[config.mk]
export PLATFORM = sky130hd
export DESIGN_NAME = color_template_screen_detect
export DESIGN_NICKNAME = d
export VERILOG_FILES = /design/src/hdl/ctsd_pkg.sv /design/src/hdl/ctsd_dist.sv /design/src/hdl/ctsd_decide.sv /design/src/hdl/color_template_screen_detect.sv
export SDC_FILE = /design/constraint.sdc
export NUM_CORES = 1
export LEC_CHECK = 0
export BUFFER_PORTS_ARGS = -buffer_cell sky130_fd_sc_hd__clkbuf_2
export CAP_MARGIN = 40
export CORE_MARGIN = 1
export CORE_UTILIZATION = 50
export DETAILED_ROUTE_END_ITERATION = 6
export PLACE_DENSITY = 0.72
export SLEW_MARGIN = 20
export SYNTH_ARGS = -nofsm -noshare
export SYNTH_HDL_FRONTEND = slang
export SYNTH_SLANG_ARGS = --single-unit
[constraint.sdc]
create_clock -name clk -period 6.7 [get_ports clk]
set_input_delay 1.005 -clock clk [delete_from_list [all_inputs] [get_ports clk]]
set_output_delay 1.005 -clock clk [all_outputs]
set_load 0.02 [all_outputs]
[src/hdl/ctsd_pkg.sv]
// Shared types and constants for the color template screen detector.
// Used by ctsd_dist, ctsd_decide and color_template_screen_detect.
`timescale 1ns / 1ps

package ctsd_pkg;

    localparam int CHAN_W            = 8;
    localparam int SUM_W             = 16;
    localparam int SQ_W              = 18;
    localparam int FRACTION_BITS_DEF = 4;

    localparam logic [SUM_W-1:0] SUM_MAX     = 16'hFFFF;
    localparam logic [SUM_W-1:0] LIMIT_RESET = 16'd1836;

    localparam logic KIND_PRIMARY   = 1'b0;
    localparam logic KIND_SECONDARY = 1'b1;

    // Register select, taken from paddr[2].
    localparam logic REG_PRIMARY_LIMIT   = 1'b0;
    localparam logic REG_SECONDARY_LIMIT = 1'b1;

    typedef enum logic [1:0] {
        DIST_IDLE,
        DIST_SQUARE,
        DIST_ROOT,
        DIST_DONE
    } dist_state_t;

    typedef enum logic {
        TOP_IDLE,
        TOP_CALC
    } top_state_t;

    typedef struct packed {
        logic update;
        logic kind;
        logic last;
    } ctsd_ctrl_t;

    typedef struct packed {
        logic             set_done;
        logic             is_match;
        logic             new_screen;
        logic [SUM_W-1:0] distance_sum;
    } ctsd_result_t;

endpackage

[src/hdl/ctsd_dist.sv]
// Serial RGB distance unit: squares one channel difference per cycle, then
// takes the square root one result bit per cycle. Depends on ctsd_pkg.
`timescale 1ns / 1ps

module ctsd_dist
    import ctsd_pkg::*;
#(
    parameter int FRACTION_BITS = FRACTION_BITS_DEF,
    parameter int ROOT_W        = (SQ_W + 2 * FRACTION_BITS + 1) / 2
)
(
    input  logic                  clk,
    input  logic                  rst_n,
    input  logic                  start,
    input  logic [3*CHAN_W-1:0]   observed,
    input  logic [3*CHAN_W-1:0]   expected,
    output logic                  done,
    output logic [ROOT_W-1:0]     distance
);

    localparam int RAD_W  = 2 * ROOT_W;
    localparam int REM_W  = ROOT_W + 2;
    localparam int STEP_W = (ROOT_W > 1) ? $clog2(ROOT_W) : 1;

    dist_state_t state_reg, state_next;

    logic [3*CHAN_W-1:0] obs_reg, obs_next;
    logic [3*CHAN_W-1:0] exp_reg, exp_next;
    logic [SQ_W-1:0]     acc_reg, acc_next;
    logic [1:0]          cnt_reg, cnt_next;
    logic [STEP_W-1:0]   step_reg, step_next;
    logic [RAD_W-1:0]    rad_reg, rad_next;
    logic [REM_W-1:0]    rem_reg, rem_next;
    logic [ROOT_W-1:0]   root_reg, root_next;

    logic [CHAN_W-1:0]   diff;
    logic [2*CHAN_W-1:0] sq;
    logic [SQ_W-1:0]     acc_sum;
    logic [REM_W+1:0]    rem_shift;
    logic [REM_W+1:0]    trial;
    logic                fits;
    logic                last_square;
    logic                last_step;

    assign diff = (obs_reg[CHAN_W-1:0] >= exp_reg[CHAN_W-1:0])
                ? obs_reg[CHAN_W-1:0] - exp_reg[CHAN_W-1:0]
                : exp_reg[CHAN_W-1:0] - obs_reg[CHAN_W-1:0];
    assign sq      = {{CHAN_W{1'b0}}, diff} * {{CHAN_W{1'b0}}, diff};
    assign acc_sum = acc_reg + SQ_W'(sq);

    // Two radicand bits enter the remainder each step.
    assign rem_shift = {rem_reg, rad_reg[RAD_W-1 -: 2]};
    assign trial     = {2'b00, root_reg, 2'b01};
    assign fits      = (rem_shift >= trial);

    assign last_square = (cnt_reg == 2'd2);
    assign last_step   = (step_reg == STEP_W'(ROOT_W - 1));

    // Next state
    always_comb
    begin
        state_next = state_reg;
        case (state_reg)
            DIST_IDLE, DIST_DONE:
            begin
                if (start)
                    state_next = DIST_SQUARE;
            end
            DIST_SQUARE:
            begin
                if (last_square)
                    state_next = DIST_ROOT;
            end
            DIST_ROOT:
            begin
                if (last_step)
                    state_next = DIST_DONE;
            end
            default:
                state_next = DIST_IDLE;
        endcase
    end

    // Outputs
    always_comb
    begin
        done = 1'b0;
        case (state_reg)
            DIST_DONE: done = 1'b1;
            default:   done = 1'b0;
        endcase
    end

    assign distance = root_reg;

    // Datapath
    always_comb
    begin
        obs_next  = obs_reg;
        exp_next  = exp_reg;
        acc_next  = acc_reg;
        cnt_next  = cnt_reg;
        step_next = step_reg;
        rad_next  = rad_reg;
        rem_next  = rem_reg;
        root_next = root_reg;
        if (start && (state_reg == DIST_IDLE || state_reg == DIST_DONE))
        begin
            obs_next = observed;
            exp_next = expected;
            acc_next = '0;
            cnt_next = 2'd0;
        end
        else if (state_reg == DIST_SQUARE)
        begin
            obs_next = obs_reg >> CHAN_W;
            exp_next = exp_reg >> CHAN_W;
            acc_next = acc_sum;
            cnt_next = cnt_reg + 2'd1;
            if (last_square)
            begin
                rad_next  = RAD_W'(acc_sum) << (2 * FRACTION_BITS);
                rem_next  = '0;
                root_next = '0;
                step_next = '0;
            end
        end
        else if (state_reg == DIST_ROOT)
        begin
            rad_next  = rad_reg << 2;
            step_next = step_reg + STEP_W'(1);
            if (fits)
            begin
                rem_next  = REM_W'(rem_shift - trial);
                root_next = {root_reg[ROOT_W-2:0], 1'b1};
            end
            else
            begin
                rem_next  = REM_W'(rem_shift);
                root_next = {root_reg[ROOT_W-2:0], 1'b0};
            end
        end
    end

    always_ff @(posedge clk or negedge rst_n)
    begin
        if (!rst_n)
        begin
            state_reg <= DIST_IDLE;
            cnt_reg   <= 2'd0;
            step_reg  <= '0;
        end
        else
        begin
            state_reg <= state_next;
            cnt_reg   <= cnt_next;
            step_reg  <= step_next;
        end
    end

    always_ff @(posedge clk)
    begin
        obs_reg  <= obs_next;
        exp_reg  <= exp_next;
        acc_reg  <= acc_next;
        rad_reg  <= rad_next;
        rem_reg  <= rem_next;
        root_reg <= root_next;
    end

endmodule

[src/hdl/ctsd_decide.sv]
// Per-set accumulators, limit compare and match history.
// Depends on ctsd_pkg.
`timescale 1ns / 1ps

module ctsd_decide
    import ctsd_pkg::*;
#(
    parameter int ROOT_W = (SQ_W + 2 * FRACTION_BITS_DEF + 1) / 2
)
(
    input  logic              clk,
    input  logic              rst_n,
    input  ctsd_ctrl_t        ctrl,
    input  logic [ROOT_W-1:0] distance,
    input  logic [SUM_W-1:0]  primary_limit,
    input  logic [SUM_W-1:0]  secondary_limit,
    output ctsd_result_t      result
);

    localparam int SUMT_W = ((ROOT_W > SUM_W) ? ROOT_W : SUM_W) + 1;

    logic [SUM_W-1:0] psum_reg, psum_next;
    logic [SUM_W-1:0] ssum_reg, ssum_next;
    logic             pnow_reg, pnow_next;
    logic             pwas_reg, pwas_next;
    logic             swas_reg, swas_next;

    logic [SUM_W-1:0]  sum_sel;
    logic [SUMT_W-1:0] sum_wide;
    logic [SUM_W-1:0]  sum_new;
    logic              below;
    logic              match;
    logic              fresh;

    assign sum_sel  = (ctrl.kind == KIND_SECONDARY) ? ssum_reg : psum_reg;
    assign sum_wide = SUMT_W'(sum_sel) + SUMT_W'(distance);
    assign sum_new  = (sum_wide > SUMT_W'(SUM_MAX)) ? SUM_MAX : sum_wide[SUM_W-1:0];

    always_comb
    begin
        if (ctrl.kind == KIND_SECONDARY)
        begin
            below = (sum_new <= secondary_limit);
            match = below && !pnow_reg;
            fresh = match && !swas_reg;
        end
        else
        begin
            below = (sum_new <= primary_limit);
            match = below;
            fresh = match && !pwas_reg;
        end
    end

    assign result.set_done     = ctrl.kind;
    assign result.is_match     = match;
    assign result.new_screen   = fresh;
    assign result.distance_sum = sum_new;

    always_comb
    begin
        psum_next = psum_reg;
        ssum_next = ssum_reg;
        pnow_next = pnow_reg;
        pwas_next = pwas_reg;
        swas_next = swas_reg;
        if (ctrl.update)
        begin
            if (ctrl.kind == KIND_SECONDARY)
            begin
                ssum_next = ctrl.last ? '0 : sum_new;
                if (ctrl.last)
                    swas_next = match;
            end
            else
            begin
                psum_next = ctrl.last ? '0 : sum_new;
                if (ctrl.last)
                begin
                    pnow_next = match;
                    pwas_next = match;
                end
            end
        end
    end

    always_ff @(posedge clk or negedge rst_n)
    begin
        if (!rst_n)
        begin
            psum_reg <= '0;
            ssum_reg <= '0;
            pnow_reg <= 1'b0;
            pwas_reg <= 1'b0;
            swas_reg <= 1'b0;
        end
        else
        begin
            psum_reg <= psum_next;
            ssum_reg <= ssum_next;
            pnow_reg <= pnow_next;
            pwas_reg <= pwas_next;
            swas_reg <= swas_next;
        end
    end

endmodule

[src/hdl/color_template_screen_detect.sv]
// Top level of the color template screen detector: stream ports, APB limit
// registers, control and output register. Uses ctsd_pkg, ctsd_dist, ctsd_decide.
`timescale 1ns / 1ps

// Each input request on the s_ stream carries one test point: observed and
// reference RGB in s_tdata, the set (primary or secondary) in s_tuser and the
// final sample of the set in s_tlast. A sample that is not last produces no
// output; the last sample of a set produces one request on the m_ stream with
// the set in m_tuser and match, new-screen flag and distance sum in m_tdata.
// Each sample has its channel differences squared and summed, then goes through
// the bit-serial square root (ROOT_W = (18 + 2*FRACTION_BITS + 1)/2,
// 13 for FRACTION_BITS 4), then updates the sums. A new sample is accepted
// only after the previous one has updated the sums; the square root takes the
// largest share of each sample.
// The result sits in an output register, so a stalled receiver does not block
// the next sample; only a second result waiting for that register holds the
// block. Reset clears sums and match history and loads both limits with 1836.
// Limits are written over APB at 0x0 (primary) and 0x4 (secondary).

module color_template_screen_detect
    import ctsd_pkg::*;
#(
    parameter int FRACTION_BITS = FRACTION_BITS_DEF
)
(
    input  logic                clk,
    input  logic                rst_n,
    // APB configuration
    input  logic                psel,
    input  logic                penable,
    input  logic                pwrite,
    input  logic [2:0]          paddr,
    input  logic [31:0]         pwdata,
    output logic [31:0]         prdata,
    output logic                pready,
    // Sample stream
    input  logic                s_tvalid,
    output logic                s_tready,
    // observed_red, observed_green, observed_blue, ref_red, ref_green, ref_blue
    input  logic [47:0]         s_tdata,
    input  logic                s_tlast,
    // kind
    input  logic                s_tuser,
    // Decision stream
    output logic                m_tvalid,
    input  logic                m_tready,
    // is_match, new_screen, distance_sum[15:0], zero padding
    output logic [23:0]         m_tdata,
    // set_done
    output logic                m_tuser
);

    localparam int ROOT_W = (SQ_W + 2 * FRACTION_BITS + 1) / 2;

    top_state_t state_reg, state_next;

    logic [SUM_W-1:0] plimit_reg, plimit_next;
    logic [SUM_W-1:0] slimit_reg, slimit_next;
    logic             kind_reg, kind_next;
    logic             last_reg, last_next;
    logic             mvalid_reg, mvalid_next;
    ctsd_result_t     mres_reg, mres_next;

    logic              cfg_write;
    logic              accept;
    logic              dist_done;
    logic [ROOT_W-1:0] distance;
    logic              out_free;
    logic              commit;
    ctsd_ctrl_t        ctrl;
    ctsd_result_t      result;

    // Configuration port
    assign pready    = 1'b1;
    assign cfg_write = psel && penable && pwrite && pready;
    assign prdata    = (paddr[2] == REG_SECONDARY_LIMIT) ? {16'd0, slimit_reg}
                                                         : {16'd0, plimit_reg};

    always_comb
    begin
        plimit_next = plimit_reg;
        slimit_next = slimit_reg;
        if (cfg_write)
        begin
            case (paddr[2])
                REG_PRIMARY_LIMIT:   plimit_next = pwdata[SUM_W-1:0];
                REG_SECONDARY_LIMIT: slimit_next = pwdata[SUM_W-1:0];
                default:             plimit_next = plimit_reg;
            endcase
        end
    end

    assign accept   = s_tvalid && s_tready;
    assign out_free = !mvalid_reg || m_tready;

    // Next state
    always_comb
    begin
        state_next = state_reg;
        case (state_reg)
            TOP_IDLE:
            begin
                if (accept)
                    state_next = TOP_CALC;
            end
            TOP_CALC:
            begin
                if (dist_done && (!last_reg || out_free))
                    state_next = TOP_IDLE;
            end
            default:
                state_next = TOP_IDLE;
        endcase
    end

    // Outputs
    always_comb
    begin
        s_tready = 1'b0;
        commit   = 1'b0;
        case (state_reg)
            TOP_IDLE: s_tready = 1'b1;
            TOP_CALC: commit   = dist_done && (!last_reg || out_free);
            default:  s_tready = 1'b0;
        endcase
    end

    assign kind_next = accept ? s_tuser : kind_reg;
    assign last_next = accept ? s_tlast : last_reg;

    assign ctrl.update = commit;
    assign ctrl.kind   = kind_reg;
    assign ctrl.last   = last_reg;

    ctsd_dist #(
        .FRACTION_BITS (FRACTION_BITS),
        .ROOT_W        (ROOT_W)
    ) u_dist (
        .clk      (clk),
        .rst_n    (rst_n),
        .start    (accept),
        .observed (s_tdata[23:0]),
        .expected (s_tdata[47:24]),
        .done     (dist_done),
        .distance (distance)
    );

    ctsd_decide #(
        .ROOT_W (ROOT_W)
    ) u_decide (
        .clk             (clk),
        .rst_n           (rst_n),
        .ctrl            (ctrl),
        .distance        (distance),
        .primary_limit   (plimit_reg),
        .secondary_limit (slimit_reg),
        .result          (result)
    );

    // Output register
    always_comb
    begin
        mvalid_next = mvalid_reg;
        mres_next   = mres_reg;
        if (commit && last_reg)
        begin
            mvalid_next = 1'b1;
            mres_next   = result;
        end
        else if (m_tready)
        begin
            mvalid_next = 1'b0;
        end
    end

    assign m_tvalid = mvalid_reg;
    assign m_tuser  = mres_reg.set_done;
    assign m_tdata  = {6'd0, mres_reg.distance_sum, mres_reg.new_screen, mres_reg.is_match};

    always_ff @(posedge clk or negedge rst_n)
    begin
        if (!rst_n)
        begin
            state_reg  <= TOP_IDLE;
            plimit_reg <= LIMIT_RESET;
            slimit_reg <= LIMIT_RESET;
            mvalid_reg <= 1'b0;
        end
        else
        begin
            state_reg  <= state_next;
            plimit_reg <= plimit_next;
            slimit_reg <= slimit_next;
            mvalid_reg <= mvalid_next;
        end
    end

    always_ff @(posedge clk)
    begin
        kind_reg <= kind_next;
        last_reg <= last_next;
        mres_reg <= mres_next;
    end

    // A closing sample always leaves a result in the output register.
    a_commit_out: assert property (@(posedge clk) disable iff (!rst_n)
        (commit && last_reg) |=> m_tvalid)
        else $error("closing sample did not load the output register");

    // An accepted sample restarts the distance unit.
    a_accept_restart: assert property (@(posedge clk) disable iff (!rst_n)
        accept |=> (!dist_done && !s_tready))
        else $error("distance unit not restarted on accepted sample");

    // A result is never overwritten while the receiver stalls.
    a_no_overwrite: assert property (@(posedge clk) disable iff (!rst_n)
        (m_tvalid && !m_tready) |-> !(commit && last_reg))
        else $error("pending result overwritten");

endmodule
==> flow_summary_export.csv <==
group,metric,value,unit
global_routing,first_global_vias,10400,
logic_synthesis,synthSimpleGateAreaFrac,0.137,
cells_and_area,diodes,0,
timing,holdWs,0.404,ns
worst_setup_path,required,6.96,ns
timing,slew_headroom,0.486,
timing,period_minus_slack,6.60,ns
clocking,clk_pin_slew_worst_paths,0.06,ns
floorplanning,num_rows,61,
cells_and_area,most-common-layout-cells,"nand2_1, inv_1, ha_1, edfxtp_1, clkbuf_2",
job,max_cap_viol_count,0,
routing,vias,10600,
clocking,clock_path_buffers,3,
cells_and_area,drive_gt1_frac,0.218,
clocking,clock_latency,0.53,ns
min_path,hp-class,"in2async",
logic_synthesis,synth_xor_area_frac,0.0252,
global_routing,gr-usage-all-layers,0.208,
clocking,tritoncts,"done",
logic_synthesis,synth_compound_area_frac,0.123,
worst_setup_path,critPathLaunchType,"register",
timing,finalHoldViolations,0,
worst_setup_path,crit_type,"reg2reg",
routing,vias_per_cell,5.35,
routing,wl,30100,um
global_routing,gr-total-overflow,0,
floorplanning,die_h,170,um
timing,fin_setup_tns,0,ns
global_routing,antenna_found_initial,0,
logic_synthesis,synth_top_area_cell,"edfxtp_1",
logic_synthesis,synth_cell_type_count,87,
worst_setup_path,crit_arrival,6.86,ns
cells_and_area,layout_commonest_cell,"nand2_1",
placed_design,placed_cells,1928,
routing,post_drt_wl_per_cell,15.2,um
floorplanning,die_area,29000,um2
cells_and_area,final_util,0.589,
logic_synthesis,synth-edff-count,115,
floorplanning,coreArea,27800,um2
worst_setup_path,worst-path-buf-inv,4,
cells_and_area,nets,1843,
floorplanning,fp.dieW,170,um
global_routing,grt_start_max_net_pins,71,
worst_setup_path,slowest_delay,0.55,ns
routing,dr.pass1.iters,5,
logic_synthesis,synth_top_area_frac,0.244,
worst_setup_path,rr_worst_depth,25,
logic_synthesis,netlist_area,14100,um2
clocking,htreeDepth,1,
placed_design,gp_congestion,0.886,
worst_setup_path,endpoint_kind,"register",
cells_and_area,syn2layout_area_growth,15.7,%
routing,drc,0,
logic_synthesis,synthAdderAreaFrac,0.167,
clocking,numCtsBuffers,24,
logic_synthesis,avgSynthCellArea,9.76,um2
logic_synthesis,ys_seq_elements,209,
timing,max_freq,151,MHz
timing,rsz0062_at_grt,"yes",
placed_design,io_buffers,110,
logic_synthesis,synth_top_family_by_area,"adder cells",
floorplanning,num_io_pins,152,
timing,worstMarginPinSlew,0.770,ns
timing,skew,0.0278,ns
status,status,"complete, no violations",
logic_synthesis,yosysWarnings,0,
clocking,root_buffer,"clkbuf_16",
logic_synthesis,synth_cells,1449,
worst_setup_path,cp.depth,25,
placed_design,hpwl,22300,um
logic_synthesis,ys.flop_type,"edfxtp_1",
global_routing,grt_pass1_wl,49400,um
logic_synthesis,seq_area_frac_synth,0.405,
routing,drt_iter0_drc,726,
floorplanning,initial_core_util,0.509,
logic_synthesis,synth.area.mux_share,0.0679,
timing,setup_viol,0,
routing,ant_nets,0,
logic_synthesis,synth.area.top_cells,"edfxtp_1, dfrtp_1, ha_1",
timing,post-route-period-util,0.985,
worst_setup_path,crit_path_top_delay_cell,"fa_1",
clocking,clkSinkCount,209,
worst_setup_path,cp_max_fo,4,
timing,slew_violations,0,
worst_setup_path,cp_top_family,"adder cells",
cells_and_area,finalNonFillerCells,1982,
logic_synthesis,async_flop_share,0.364,
routing by layer:
metal  vias to the layer above  GRT usage  share of wire
li1                       5215          -              -
met1                      5061      0.290           0.46
met3                        46     0.0258          0.049
met4                         0     0.0505          0.020
met2                       283      0.342           0.47
met5                         -          0              0
final timing paths:
kind	slack [ns]	endpoint	startpoint
min in group clk	0.47	u_dist.acc_reg[13]$_SDFFE_PP0P_	u_dist.acc_reg[13]$_SDFFE_PP0P_
worst min-delay path	0.40	u_decide.ssum_reg[9]$_DFFE_PN0P_	rst_n
worst min register to register	0.47	u_dist.acc_reg[13]$_SDFFE_PP0P_	u_dist.acc_reg[13]$_SDFFE_PP0P_
max in group asynchronous	5.65	slimit_reg[2]$_DFFE_PN1P_	rst_n
worst max-delay path	0.1	u_dist.rad_reg[25]$_DFFE_PP_	u_dist.obs_reg[0]$_DFFE_PP_
worst max register to register	0.1	u_dist.rad_reg[25]$_DFFE_PP_	u_dist.obs_reg[0]$_DFFE_PP_
kinds of logic (layout without fill, tap and decap cells):
kind of cell | count (synthesis) | after routing
AO/OA/AOI/OAI | 269 | 269
buffers and inverters | 250 | 384
multiplexers | 86 | 86
other | 2 | 23
adder cells (fa/ha/maj) | 165 | 165
XOR/XNOR | 37 | 37
flip-flops | 209 | 209
AND/OR/NAND/NOR | 431 | 431
area by class of cell:
type / instances / area [um2]
Inverter: 177 / 664
Fill cell: 2335 / 11400
Sequential cell: 209 / 5730
Tap cell: 378 / 473
Multi-Input combinational cell: 1011 / 7670
Timing Repair Buffer: 163 / 1030
Clock buffer: 27 / 633
Clock inverter: 17 / 155
cell usage after synthesis, types with 20 or more instances:
cell type / number
a21o_1: 20
a21oi_1: 84
buf_4: 24
clkbuf_1: 36
dfrtp_1: 64
edfxtp_1: 115
fa_1: 40
ha_1: 125
inv_1: 175
mux2_2: 69
nand2_1: 201
nor2_1: 98
nor3_1: 24
o21ai_0: 63
xnor2_1: 20
stage by stage:
| step | setup slack [ns] | area [um2] |
|---|---|---|
| 2_1_floorplan | 0.0185 | 14200 |
| 3_3_place_gp | 0.0401 | 15200 |
| 6_report | 0.0976 | 16400 |
| 5_1_grt | -0.142 | 16400 |
| 3_5_place_dp | -0.0884 | 15300 |
| 4_1_cts | 0.0301 | 16100 |
repair_timing:
action	CTS	global route
setup buffers	1	9
gates resized for setup	6	43
pin swaps	3	18
setup endpoints to repair	4	12
hold buffers	0	0
Power is left out: the tool's default activity adds up to more than one toggle a clock period on the data nets, which glitch-free logic cannot reach.
